**config.mk**
```make
export PLATFORM = sky130hd
export DESIGN_NAME = mclfr_ctrl
export DESIGN_NICKNAME = d
export VERILOG_FILES = /design/src/rtl/core/assert_macros.svh /design/src/rtl/core/mclfr_pkg.sv /design/src/rtl/core/mclfr_ctrl.sv
export SDC_FILE = /design/constraint.sdc
export NUM_CORES = 1
export LEC_CHECK = 0
export BUFFER_PORTS_ARGS = -buffer_cell sky130_fd_sc_hd__buf_2
export CAP_MARGIN = 20
export CORE_AREA = 2 2 39 41
export DETAILED_ROUTE_END_ITERATION = 12
export DIE_AREA = 0 0 41 43
export PLACE_DENSITY = 0.44
export SETUP_SLACK_MARGIN = 0.05
export SYNTH_ARGS = -nofsm -noshare
export SYNTH_HDL_FRONTEND = slang
export SYNTH_SLANG_ARGS = --single-unit
```
**constraint.sdc**
```tcl
create_clock -name clk -period 1.7 [get_ports clk]
set_input_delay 0.34 -clock clk [delete_from_list [all_inputs] [get_ports clk]]
set_output_delay 0.34 -clock clk [all_outputs]
set_load 0.02 [all_outputs]
```
**src/rtl/core/assert_macros.svh**
```systemverilog
// ----------------------------------------------------------------------------
// assert_macros.svh
// shared concurrent assertion macros for the rng core
// ----------------------------------------------------------------------------
`ifndef ASSERT_MACROS_SVH
`define ASSERT_MACROS_SVH

// same-cycle implication
`define ASSERT_NOW(label, clk, rst, ante, cons) \
  label: assert property (@(posedge clk) disable iff (rst) (ante) |-> (cons)) \
    else $error("assertion failed");

// next-cycle implication
`define ASSERT_NEXT(label, clk, rst, ante, cons) \
  label: assert property (@(posedge clk) disable iff (rst) (ante) |=> (cons)) \
    else $error("assertion failed");

`endif

```
**src/rtl/core/mclfr_pkg.sv**
```systemverilog
// ----------------------------------------------------------------------------
// mclfr_pkg
// types and constants shared by the lagged fibonacci rng controller and datapath
// ----------------------------------------------------------------------------
package mclfr_pkg;

  localparam int LANE_W    = 16;
  localparam int WORD_W    = 4 * LANE_W;
  localparam int PTR_W     = 6;
  localparam int SEED_W    = 32;
  localparam int LAG_LONG  = 55;
  localparam int LAG_SHORT = 24;

  localparam logic [PTR_W-1:0]  J_START   = 6'd23;
  localparam logic [PTR_W-1:0]  PTR_LAST  = 6'd54;
  localparam logic [PTR_W-1:0]  K_OFFSET  = 6'd31;
  localparam logic [PTR_W-1:0]  K_WRAP    = PTR_W'(LAG_SHORT);
  localparam logic [SEED_W-1:0] SEED_MULT = 32'd3141592621;

  typedef enum logic [1:0] {
    LANE_0 = 2'd0,
    LANE_1 = 2'd1,
    LANE_2 = 2'd2
  } lane_sel_t;

  typedef struct packed {
    logic      accept;
    logic      draw_addr;
    logic      draw_sum;
    logic      out_zero;
    logic      out_reseed;
    logic      fill_init;
    logic      seed_load;
    logic      seed_adv;
    lane_sel_t lane_sel;
    logic      fill_write;
  } cmd_t;

  typedef struct packed {
    logic ctx_ok;
    logic word_last;
    logic ctx_last;
  } sts_t;

endpackage

```
**src/rtl/core/mclfr_ctrl.sv**
```systemverilog
// ----------------------------------------------------------------------------
// mclfr_ctrl
// sequencer for draw and reseed items
// ----------------------------------------------------------------------------
module mclfr_ctrl (
  input  logic            clk,
  input  logic            rst,
  input  logic            start,
  input  logic            kind,
  output logic            busy,
  input  mclfr_pkg::sts_t sts,
  output mclfr_pkg::cmd_t cmd
);
  import mclfr_pkg::*;

  typedef enum logic [2:0] {
    IDLE,
    D_ADDR,
    D_SUM,
    R_LOAD,
    R_L0,
    R_L1,
    R_L2,
    R_WR
  } state_t;

  state_t state;
  state_t state_next;

  assign busy = (state != IDLE);

  always_comb begin
    cmd        = '0;
    state_next = state;
    unique case (state)
      IDLE: begin
        if (start) begin
          if (kind) begin
            cmd.fill_init = 1'b1;
            state_next    = R_LOAD;
          end else if (sts.ctx_ok) begin
            cmd.accept = 1'b1;
            state_next = D_ADDR;
          end else begin
            cmd.out_zero = 1'b1;
          end
        end
      end
      D_ADDR: begin
        cmd.draw_addr = 1'b1;
        state_next    = D_SUM;
      end
      D_SUM: begin
        cmd.draw_sum = 1'b1;
        state_next   = IDLE;
      end
      R_LOAD: begin
        cmd.seed_load = 1'b1;
        state_next    = R_L0;
      end
      R_L0: begin
        cmd.seed_adv = 1'b1;
        cmd.lane_sel = LANE_0;
        state_next   = R_L1;
      end
      R_L1: begin
        cmd.seed_adv = 1'b1;
        cmd.lane_sel = LANE_1;
        state_next   = R_L2;
      end
      R_L2: begin
        cmd.seed_adv = 1'b1;
        cmd.lane_sel = LANE_2;
        state_next   = R_WR;
      end
      R_WR: begin
        cmd.fill_write = 1'b1;
        if (sts.word_last && sts.ctx_last) begin
          cmd.out_reseed = 1'b1;
          state_next     = IDLE;
        end else if (sts.word_last) begin
          state_next = R_LOAD;
        end else begin
          state_next = R_L0;
        end
      end
      default: state_next = IDLE;
    endcase
  end

  always_ff @(posedge clk) begin
    if (rst) begin
      state <= IDLE;
    end else begin
      state <= state_next;
    end
  end

endmodule

```
# Yosys cells after proc, flatten, opt, wreduce, memory -nomap -nowiden
# Index checks and enable logic that the tools add are counted.
[op_classes] eq_ne=9 mux=24 n_reduce_logical=4
[op_table] op="3-bit one-hot mux with 8 select lines" count=1
[op_table] op="1-bit two-way mux" count=17
[op_table] op="3-bit two-way mux" count=5
[op_table] op="3-bit == test (second input constant)" count=4
[op_table] op="3-bit one-hot mux with 3 select lines" count=1
[op_table] op="3-bit by 2-bit == test with 1-bit output (second input constant)" count=2
[op_table] op="3-bit by 1-bit == test with 1-bit output (second input constant)" count=1
[op_table] op="3-bit logical NOT" count=1
[op_table] op="3-bit inequality test (second input constant)" count=1
[op_table] op="3-bit nonzero test" count=1
[op_table] op="2-bit inequality test (second input constant)" count=1
[op_table] op="2-bit AND reduction" count=1
[op_table] op="1-bit logical AND" count=1
[totals] register_bits=3 input_bits=7 output_inout_bits=12 wordCells=38

# Longest topological paths before layout
# Gate-level depths: netlist (run 1).
[logic_depth] depth_word=4 ltp_mapped=4 ltp_nobuf=3

# Worst setup path before layout (run 1)
# OpenSTA, ideal clock, no wires.
[synth_timing] path_type="register to output" start="register state[0]" end="output cmd[10] (netlist name)" arrival_ns=1.408 required_ns=1.360 path_slack_ns=-0.048 path_stages_with_launch=3 n_path_buf=0 cell_sequence="dfxtp_1 > or3_4 > nor4_1"
[synth_rtl] item="from (decl)" line="mclfr_ctrl.sv:27" rtl="state_t state;"
[synth_rtl] item="from (signal assigned)" line="mclfr_ctrl.sv:95" rtl="state <= state_next;"
[synth_rtl] item="to (decl)" line="mclfr_ctrl.sv:12" rtl="output mclfr_pkg::cmd_t cmd"

==> results.py, run 1 <==
metrics = {
    "outcome": {
        "outcome": "finished clean",
    },
    "timing": {
        "setup_tns_ns": 0,
        "worst_slack_on_hold_paths_ns": 0.287,
        "final_clock_skew_ns": 0.00462,
        "grt_setup_unrepaired": "true",
        "worst_slew_pin_slew_ns": 0.198,
        "final.min_clock_period_ns": 1.63,
        "final-setup-viol-count": 0,
        "slew_violations": 0,
        "timing.slew.headroom": 0.868,
        "max_freq_ghz": 0.613,
        "post-route-period-util": 0.959,
        "finalHoldViolCount": 0,
    },
    "place": {
        "port_buf_inserts": 18,
        "place_congestion": 0.697,
        "post_dp_hpwl_microns": 498,
    },
    "setup_path": {
        "cp-start-kind": "flip-flop",
        "arrival_time_of_the_worst_setup_path_ns": 1.29,
        "worst_setup_path_endpoint": "cmd[10]",
        "cp_num_buf_inv": 1,
        "cp_cell_instances": "or3_4 -> nor4_4 -> buf_4",
        "worst_setup_path_end_kind": "output pin",
        "rrSetupSlack_ns": 0.70,
        "critical_path_required_ns": 1.36,
        "cpLargestDelayFamily": "simple AND/OR/NAND/NOR gates",
        "r2r_end": "state[1]$_SDFFE_PP0P_",
        "worst_flop_to_flop_path_startpoint": "state[0]$_SDFFE_PP0P_",
        "r2r.worst_path.cells": 4,
        "maximum_single_stage_delay_on_the_critical_path_ns": 0.41,
        "timing.critical_path.fanout_max": 3,
        "critPathKind": "flip-flop to output pin",
        "worst_path_max_delay_cell": "sky130_fd_sc_hd__or3_4",
        "cp.depth": 3,
        "start_point_of_the_critical_path": "state[0]$_SDFFE_PP0P_",
    },
    "logic_synthesis": {
        "post_synth_xor_area_fraction": 0,
        "dominant_combinational_cell_family_by_area_after_synthesis": "simple AND/OR/NAND/NOR gates",
        "yosysSeqAreaShare": 0.255,
        "post_synth_fa_ha_maj_area_fraction": 0,
        "synth-compound-area-share": 0.138,
        "synth.yosys.warnings": 0,
        "post_synth.cell_area_avg_sq_um": 6.92,
        "postSynthNetCount": 41,
        "register_bit_total_from_synthesis": 3,
        "synthesis.area_sq_um": 235,
        "yosys-mux-area-fraction": 0,
        "synth-simple-area-share": 0.516,
        "synth.distinct_cells": 20,
        "post_synthesis_cells": 34,
    },
    "cts": {
        "clk_pin_slew_worst_paths_ns": 0.04,
        "htree_num_levels": 1,
        "clock_insertion_delay_worst_skew_ns": 0.24,
        "cts_tree": "built",
        "cts.root.buffer_cell": "sky130_fd_sc_hd__clkbuf_4",
        "numCtsBuffers": 3,
        "tritoncts_num_sinks": 3,
        "clockBufferDepth": 2,
    },
    "hold_path": {
        "hold_depth": 2,
        "holdCritPathClass": "input pin to flip-flop",
    },
    "run": {
        "cap_violations": 0,
    },
    "global_routing": {
        "grt_antenna_before_repair": 0,
        "pin_count_of_the_biggest_net_entering_global_routing": 12,
        "via_count_of_the_first_global_routing_pass": 263,
        "grt_overflow_total": 0,
        "grt_pass1_wl_mm": 1.01,
        "grt_use_total": 0.0873,
    },
    "final_layout": {
        "regMostFlops": "state",
        "layout-drive-gt1-share": 0.544,
        "layout.cells.most_common": "sky130_fd_sc_hd__buf_2",
        "most-common-layout-cells": "sky130_fd_sc_hd__buf_2, sky130_fd_sc_hd__buf_4",
        "layout.nets": 65,
        "number_of_flip_flops_under_the_largest_register_name": 3,
        "largestRegisters": "state (3)",
        "antenna_cells_inserted": 0,
        "area_growth_syn_to_layout_pct": 81.9,
    },
    "floorplan": {
        "initial_core_util": 0.170,
        "floorplan.die_area_sq_mm": 0.00176,
        "fp-row-count": 14,
        "floorplan.core_area_sq_mm": 0.00138,
        "die_w_microns": 41,
        "die_h_microns": 43,
        "boundaryPins": 19,
    },
    "pwr": {
        "power.ir.vdd_worst_uv": 269,
        "power.density_cell_area_mw_per_mm2": 744,
        "p_leak_uw": 0.000210,
        "total_power_uw": 318,
    },
    "detailed_routing": {
        "totalWireLength_microns": 680,
        "drtAntennaViolNets": 0,
        "first_pass_iters": 2,
        "viasPerCell": 4.44,
        "drt_drc_violations_left": 0,
        "first_iter_violations": 1,
        "vias": 324,
        "avgRoutedWirePerCell_microns": 9.32,
    },
}
-- power breakdown --
group / internal [uW] / switching (uW)
Sequential: 76.9 / 4.07
Clock: 88.2 / 40.2
Combinational: 43.9 / 64.9
-- kinds of logic (layout without fill, tap and decap cells) --
group | after synthesis | after routing
buf+inv | 5 | 28
simple gates | 21 | 21
compound gates | 5 | 5
flops | 3 | 3
-- synth_stat cells --
cell	n	area share
sky130_fd_sc_hd__nor3_1	3	0.064
sky130_fd_sc_hd__nand3_1	1	0.021
sky130_fd_sc_hd__dfxtp_1	3	0.26
sky130_fd_sc_hd__o211ai_1	1	0.032
sky130_fd_sc_hd__nor2b_1	1	0.027
sky130_fd_sc_hd__and3_1	2	0.053
sky130_fd_sc_hd__nor2_1	3	0.048
sky130_fd_sc_hd__and2_1	1	0.027
sky130_fd_sc_hd__a221oi_1	1	0.037
sky130_fd_sc_hd__or3_4	1	0.048
sky130_fd_sc_hd__nor4_1	2	0.053
sky130_fd_sc_hd__and3_2	1	0.032
sky130_fd_sc_hd__nand3b_1	1	0.032
sky130_fd_sc_hd__a21oi_1	1	0.021
sky130_fd_sc_hd__nor3b_1	2	0.064
sky130_fd_sc_hd__nand2_1	3	0.048
sky130_fd_sc_hd__o21ai_0	1	0.021
sky130_fd_sc_hd__buf_2	2	0.043
sky130_fd_sc_hd__a31oi_1	1	0.027
sky130_fd_sc_hd__inv_1	3	0.048
-- metrics by stage --
step           utilization  cells  instance area [sq um]  worst slack (ns)
2_1_floorplan            -     34                    235           -0.0478
3_3_place_gp         0.248     67                    343             0.186
3_5_place_dp         0.248     67                    343             0.192
4_1_cts              0.283     73                    392          -0.00724
5_1_grt              0.309     73                    428            0.0195
6_report             0.309     73                    428            0.0699
-- worst min-delay path by stage --
stage / start / end / slack (ns)
3_5_place_dp: rst / state[0]$_SDFFE_PP0P_ / 0.54
5_1_grt: rst / state[0]$_SDFFE_PP0P_ / 0.30
4_1_cts: rst / state[0]$_SDFFE_PP0P_ / 0.28
2_1_floorplan: rst / state[0]$_SDFFE_PP0P_ / 0.41
6_report: rst / state[0]$_SDFFE_PP0P_ / 0.29
3_3_place_gp: rst / state[0]$_SDFFE_PP0P_ / 0.54
-- layer usage --
layer	up-vias	wire length (microns)	GRT usage
li1	169	-	-
met1	141	320	0.109
met2	14	296	0.109
met3	0	62	0.0628
met4	0	0	0.0400
met5	-	0	0
-- area by class of cell --
| type | count | area [sq um] |
|---|---|---|
| clock buffer | 4 | 26.3 |
| fill | 149 | 956 |
| inverter | 3 | 11.3 |
| multi-input combinational | 26 | 184 |
| sequential | 3 | 68.8 |
| tap | 16 | 20.0 |
| timing repair buffer | 21 | 118 |
-- repair_timing --
action                     CTS  global route
pin swaps                    1             2
gates resized for setup      4             7
setup endpoints to repair    3             2
buffers inserted             2             0
hold buffers                 0             0
(Power assumes the default switching activity.)
==> run 2: changes to the inputs <==
==> constraint.sdc (replaced) <==
create_clock -name clk -period 1.9 [get_ports clk]
set_input_delay 0.38 -clock clk [delete_from_list [all_inputs] [get_ports clk]]
set_output_delay 0.38 -clock clk [all_outputs]
set_load 0.02 [all_outputs]
==> run 2 against run 1 <==
  * Critical endpoint is now cmd[7]
  * Sequential share of layout area increased by 0.81 points
  * Die area unchanged
  * Total power decreased by 14%
  * Critical path type unchanged
  * Largest power group unchanged
  * Sequential power increased by 2%
  * First-iteration DRC count increased to 3.0 times the previous value
==> results.py, run 2 (synthesis gave the netlist of run 1 again) <==
metrics = {
    "setup_path": {
        "arrival_time_of_the_worst_setup_path_ns": 1.42,
        "cp-start-kind": "flip-flop",
        "timing.critical_path.fanout_max": 12,
        "critical_path_required_ns": 1.52,
        "worst_setup_path_end_kind": "output pin",
        "critPathKind": "flip-flop to output pin",
    },
    "hold_path": {
        "holdCritPathClass": "input pin to flip-flop",
    },
    "place": {
        "pre_cts_slack_ns": 0.342,
        "port_buf_inserts": 18,
        "post_dp_hpwl_microns": 490,
        "dpl_cell_area_sq_um": 335,
        "place_congestion": 0.682,
    },
    "cts": {
        "cts_tree": "built",
        "cts.root.buffer_cell": "sky130_fd_sc_hd__clkbuf_4",
        "htree_num_levels": 1,
        "numCtsBuffers": 3,
        "tritoncts_num_sinks": 3,
        "clock_insertion_delay_worst_skew_ns": 0.24,
        "clk_pin_slew_worst_paths_ns": 0.04,
        "clockBufferDepth": 2,
        "cts_setup_buffers": 0,
    },
    "final_layout": {
        "regMostFlops": "state",
        "area_growth_syn_to_layout_pct": 57.4,
        "antenna_cells_inserted": 0,
        "final_core_utilization": 0.268,
        "layout.nets": 62,
        "layout-drive-gt1-share": 0.481,
        "number_of_flip_flops_under_the_largest_register_name": 3,
        "largestRegisters": "state (3)",
        "layout.cells.most_common": "sky130_fd_sc_hd__buf_2",
        "post-route-cell-area_sq_um": 370,
    },
    "global_routing": {
        "grt_antenna_before_repair": 0,
        "pin_count_of_the_biggest_net_entering_global_routing": 15,
        "grt_overflow_total": 0,
        "via_count_of_the_first_global_routing_pass": 250,
        "grt_use_total": 0.0883,
        "grt_pass1_wl_microns": 952,
    },
    "floorplan": {
        "floorplan.die_area_sq_mm": 0.00176,
        "die_h_microns": 43,
        "floorplan.core_area_sq_mm": 0.00138,
        "boundaryPins": 19,
        "fp-row-count": 14,
        "initial_core_util": 0.170,
        "die_w_microns": 41,
    },
    "detailed_routing": {
        "drt_drc_violations_left": 0,
        "first_pass_iters": 4,
        "first_iter_violations": 3,
        "viasPerCell": 4.57,
        "avgRoutedWirePerCell_microns": 10.2,
        "drtAntennaViolNets": 0,
        "vias": 320,
        "totalWireLength_microns": 712,
    },
    "timing": {
        "finalHoldViolCount": 0,
        "postLayoutSetupSlackWorst_ns": 0.102,
        "max_freq_ghz": 0.556,
        "grt_setup_unrepaired": "false",
        "setup_tns_ns": 0,
        "timing.slew.headroom": 0.830,
        "slew_violations": 0,
        "final-setup-viol-count": 0,
        "worst_slew_pin_slew_ns": 0.254,
        "final_clock_skew_ns": 0.00496,
        "post-route-period-util": 0.946,
        "final.min_clock_period_ns": 1.80,
    },
    "pwr": {
        "internal_power_uw": 178,
        "p_switching_uw": 94.1,
        "total_power_uw": 272,
        "part_of_the_total_power_dissipated_in_the_clock_network": 0.435,
        "sequentialPowerShare": 0.302,
        "power.ir.vdd_worst_uv": 162,
        "power.density_cell_area_mw_per_mm2": 736,
        "p_leak_uw": 0.000190,
        "p_sw_frac": 0.345,
        "p_comb_frac": 0.263,
    },
    "outcome": {
        "outcome": "finished clean",
    },
    "run": {
        "cap_violations": 0,
    },
}
[run 2: cell count changes in the layout (fill, tap and decap cells not counted), moves of 2 or more]
| cell | delta |
|---|---|
| sky130_fd_sc_hd__buf_2 | +2 |
| sky130_fd_sc_hd__buf_4 | -5 |
| sky130_fd_sc_hd__dfxtp_4 | -2 |
| sky130_fd_sc_hd__nor4_4 | -2 |
[run 2: routing by layer]
metal / vias up / part of all wire / GRT usage
met1: 143 / 0.43 / 0.0801
met5: - / 0 / 0
met4: 0 / 0 / 0.100
li1: 161 / - / -
met2: 16 / 0.47 / 0.119
met3: 0 / 0.097 / 0.0524
[run 2: critical path: stages (launching register included)]
cell                      delay [ns]
sky130_fd_sc_hd__dfxtp_2        0.37
sky130_fd_sc_hd__or3_4          0.41
sky130_fd_sc_hd__nor4_1         0.18
sky130_fd_sc_hd__buf_2          0.21
[run 2: worst paths after layout]
path                            slack (ns)  depth (start not counted)                    end                   from
worst max-delay path                  0.10                          3                 cmd[7]  state[1]$_SDFFE_PP0P_
worst min register to register        0.57                          2  state[0]$_SDFFE_PP0P_  state[2]$_SDFFE_PP0P_
worst max register to register        0.89                          3  state[1]$_SDFFE_PP0P_  state[0]$_SDFFE_PP0P_
worst min-delay path                  0.33                          2  state[0]$_SDFFE_PP0P_                    rst
[run 2: power groups by stage]
stage | registers (uW) | logic, uW | clock network [uW]
after floorplan | 73.6 | 53.6 | 0
after global placement | 81.9 | 70.3 | 0
after detailed placement | 82.4 | 69.8 | 0
after CTS | 81.3 | 70.1 | 126
after global routing | 83.6 | 77.8 | 130
final | 82.4 | 71.6 | 119
[run 2: final cells by class]
class                   count  area (sq um)
repair buffers             18          90.1
well taps                  16          20.0
flip-flops and latches      3          62.6
fillers                   165          1010
multi-input cells          26           160
clock buffers               4          26.3
inverters                   3          11.3
[run 2: stage by stage]
step,cells,hold slack [ns]
6_report,70,0.330
3_3_place_gp,66,0.583
5_1_grt,70,0.320
4_1_cts,70,0.314
3_5_place_dp,66,0.577
2_1_floorplan,34,0.449
[run 2: timing repair]
item | in CTS | in global routing
endpoints found under the setup margin | 0 | 2
hold buffers | 0 | 0
hold endpoints to repair | 0 | 0
resized for setup | 0 | 3
==> run 3: changes to the inputs <==
--- a/config.mk
+++ b/config.mk
@@ -7,10 +7,12 @@
 export LEC_CHECK = 0
 export BUFFER_PORTS_ARGS = -buffer_cell sky130_fd_sc_hd__buf_2
 export CAP_MARGIN = 20
+export CELL_PAD_IN_SITES_DETAIL_PLACEMENT = 0
+export CELL_PAD_IN_SITES_GLOBAL_PLACEMENT = 1
 export CORE_AREA = 2 2 39 41
 export DETAILED_ROUTE_END_ITERATION = 12
 export DIE_AREA = 0 0 41 43
-export PLACE_DENSITY = 0.44
+export PLACE_DENSITY = 0.61
 export SETUP_SLACK_MARGIN = 0.05
 export SYNTH_ARGS = -nofsm -noshare
 export SYNTH_HDL_FRONTEND = slang
==> run 3 against run 2 <==
  * Combinational power decreased by 2.9%
  * Register-to-register slack improved by 0.04 ns
  * Sequential share of layout area up 0.29 points
  * Die area is the same
  * Highest routed layer unchanged
  * Clock-buffer cell count stayed put
  * Total power fell by 2.4%
  * Flip-flop and latch count did not move
  * Final area fell by 1.7%
  * Critical path depth did not move
  * Sequential power is essentially flat
  * Largest power group unchanged
  * Setup slack better by 0.053 ns
  * Clock power fell by 4%
==> results.py, run 3 (synthesis gave the netlist of run 1 again) <==
metrics = {
    "outcome": {
        "outcome": "finished clean",
    },
    "setup_path": {
        "cp_num_buf_inv": 1,
        "rrSetupSlack_ns": 0.93,
        "worst_path_max_delay_cell": "sky130_fd_sc_hd__or3_4",
        "worst_flop_to_flop_path_startpoint": "state[0]$_SDFFE_PP0P_",
        "maximum_single_stage_delay_on_the_critical_path_ns": 0.40,
        "arrival_time_of_the_worst_setup_path_ns": 1.36,
        "critical_path_required_ns": 1.52,
        "timing.critical_path.fanout_max": 12,
        "cp-start-kind": "flip-flop",
        "r2r.worst_path.cells": 3,
        "cpLargestDelayFamily": "simple AND/OR/NAND/NOR gates",
        "worst_setup_path_end_kind": "output pin",
        "critPathKind": "flip-flop to output pin",
        "cp_cell_instances": "or3_4 -> nor4_1 -> buf_2",
        "r2r_end": "state[1]$_SDFFE_PP0P_",
    },
    "place": {
        "place_congestion": 0.694,
        "port_buf_inserts": 18,
        "dpl_cell_area_sq_um": 335,
        "placedCellCount": 66,
        "post_dp_hpwl_microns": 529,
    },
    "cts": {
        "clock_insertion_delay_worst_skew_ns": 0.24,
        "htree_num_levels": 1,
        "cts-hold-fix-buffers": 0,
        "cts.root.buffer_cell": "sky130_fd_sc_hd__clkbuf_4",
        "clockBufferDepth": 2,
        "tritoncts_num_sinks": 3,
        "cts_tree": "built",
        "clk_pin_slew_worst_paths_ns": 0.04,
        "numCtsBuffers": 3,
    },
    "final_layout": {
        "instances_no_fill": 70,
        "post-route-cell-area_sq_um": 364,
        "number_of_flip_flops_under_the_largest_register_name": 3,
        "regMostFlops": "state",
        "largestRegisters": "state (3)",
        "final_core_utilization": 0.263,
        "layout.cells.most_common": "sky130_fd_sc_hd__buf_2",
        "layout.nets": 62,
        "layout-drive-gt1-share": 0.463,
        "antenna_cells_inserted": 0,
        "area_growth_syn_to_layout_pct": 54.8,
    },
    "floorplan": {
        "floorplan.die_area_sq_mm": 0.00176,
        "floorplan.core_area_sq_mm": 0.00138,
        "die_w_microns": 41,
        "boundaryPins": 19,
        "initial_core_util": 0.170,
        "die_h_microns": 43,
        "fp-row-count": 14,
    },
    "pwr": {
        "p_comb_frac": 0.261,
        "part_of_the_total_power_dissipated_in_the_clock_network": 0.430,
        "internal_power_uw": 178,
        "power.ir.vdd_worst_uv": 179,
        "p_switching_uw": 88.3,
        "sequentialPowerShare": 0.308,
        "p_sw_frac": 0.332,
        "p_leak_uw": 0.000189,
        "power.density_cell_area_mw_per_mm2": 731,
    },
    "detailed_routing": {
        "vias": 303,
        "drt_drc_violations_left": 0,
        "drtAntennaViolNets": 0,
        "totalWireLength_microns": 682,
        "first_pass_iters": 2,
        "viasPerCell": 4.33,
        "avgRoutedWirePerCell_microns": 9.74,
        "first_iter_violations": 9,
    },
    "timing": {
        "max_freq_ghz": 0.573,
        "final.min_clock_period_ns": 1.74,
        "worst_slew_pin_slew_ns": 0.250,
        "slew_violations": 0,
        "finalHoldViolCount": 0,
        "grt_setup_unrepaired": "false",
        "timing.slew.headroom": 0.833,
        "post-route-period-util": 0.918,
        "final-setup-viol-count": 0,
        "setup_tns_ns": 0,
        "final_clock_skew_ns": 0.00437,
    },
    "global_routing": {
        "grt_overflow_total": 0,
        "via_count_of_the_first_global_routing_pass": 274,
        "grt_pass1_wl_mm": 1.06,
        "pin_count_of_the_biggest_net_entering_global_routing": 15,
        "grt_use_total": 0.0902,
        "grt_antenna_before_repair": 0,
    },
    "hold_path": {
        "holdCritPathClass": "input pin to flip-flop",
        "hold_depth": 2,
        "timing.hold.worst.start": "rst",
        "whs_endpoint": "state[1]$_SDFFE_PP0P_",
    },
    "run": {
        "cap_violations": 0,
    },
}
run 3: changes by cell type in the layout (fill, tap and decap cells not counted):
cell                     before  now
sky130_fd_sc_hd__nor4_2       1    0
sky130_fd_sc_hd__nor4_1       1    2
run 3: worst max-delay path by stage:
| stage | start | to | slack (ns) | cells after the start |
|---|---|---|---|---|
| 2_1_floorplan | state[0]$_SDFFE_PP0P_ | cmd[10] | 0.11 | 2 |
| 3_3_place_gp | state[1]$_SDFFE_PP0P_ | cmd[10] | 0.34 | 3 |
| 3_5_place_dp | state[1]$_SDFFE_PP0P_ | cmd[10] | 0.35 | 3 |
| 4_1_cts | state[1]$_SDFFE_PP0P_ | cmd[10] | 0.09 | 3 |
| 5_1_grt | state[0]$_SDFFE_PP0P_ | cmd[10] | 0.06 | 3 |
| 6_report | state[1]$_SDFFE_PP0P_ | cmd[10] | 0.16 | 3 |
run 3: per-layer routing:
layer  share of wire  track usage  routed length [microns]
met1            0.47        0.109                      323
met2            0.45        0.119                      304
met3           0.079       0.0314                       54
met4               0       0.0800                        0
met5               0            0                        0
run 3: stage by stage:
step	worst slack (ns)	hold slack [ns]	total power, uW
2_1_floorplan	0.112	0.449	127
6_report	0.155	0.336	266
3_3_place_gp	0.339	0.583	152
4_1_cts	0.0881	0.336	270
3_5_place_dp	0.347	0.583	153
5_1_grt	0.0598	0.332	289
run 3: repair_timing:
action | CTS | global route
resized for setup | 0 | 2
setup endpoints to repair | 0 | 2
setup buffers | 0 | 0
run 3: power by group through the flow:
stage / sequential, uW / combinational, uW / clock (uW)
after floorplan: 73.6 / 53.6 / 0
after global placement: 82.2 / 70.2 / 0
after detailed placement: 82.5 / 70.4 / 0
after CTS: 81.5 / 70.5 / 118
after global routing: 84.1 / 77.5 / 128
final: 82.1 / 69.5 / 114
run 3: layout make-up:
| class | count | area (sq um) |
|---|---|---|
| Fill cell | 167 | 1020 |
| Clock buffer | 4 | 26.3 |
| Multi-Input combinational cell | 26 | 154 |
| Timing Repair Buffer | 18 | 90.1 |
| Inverter | 3 | 11.3 |
| Tap cell | 16 | 20.0 |
| Sequential cell | 3 | 62.6 |
run 3: worst register-to-register path: cells and delay by family, from the launching register on:
kind	cells	cell delay [ns]
buffers and inverters	1	0.13
DFF	1	0.45
AOI/OAI and AO/OA	2	0.27
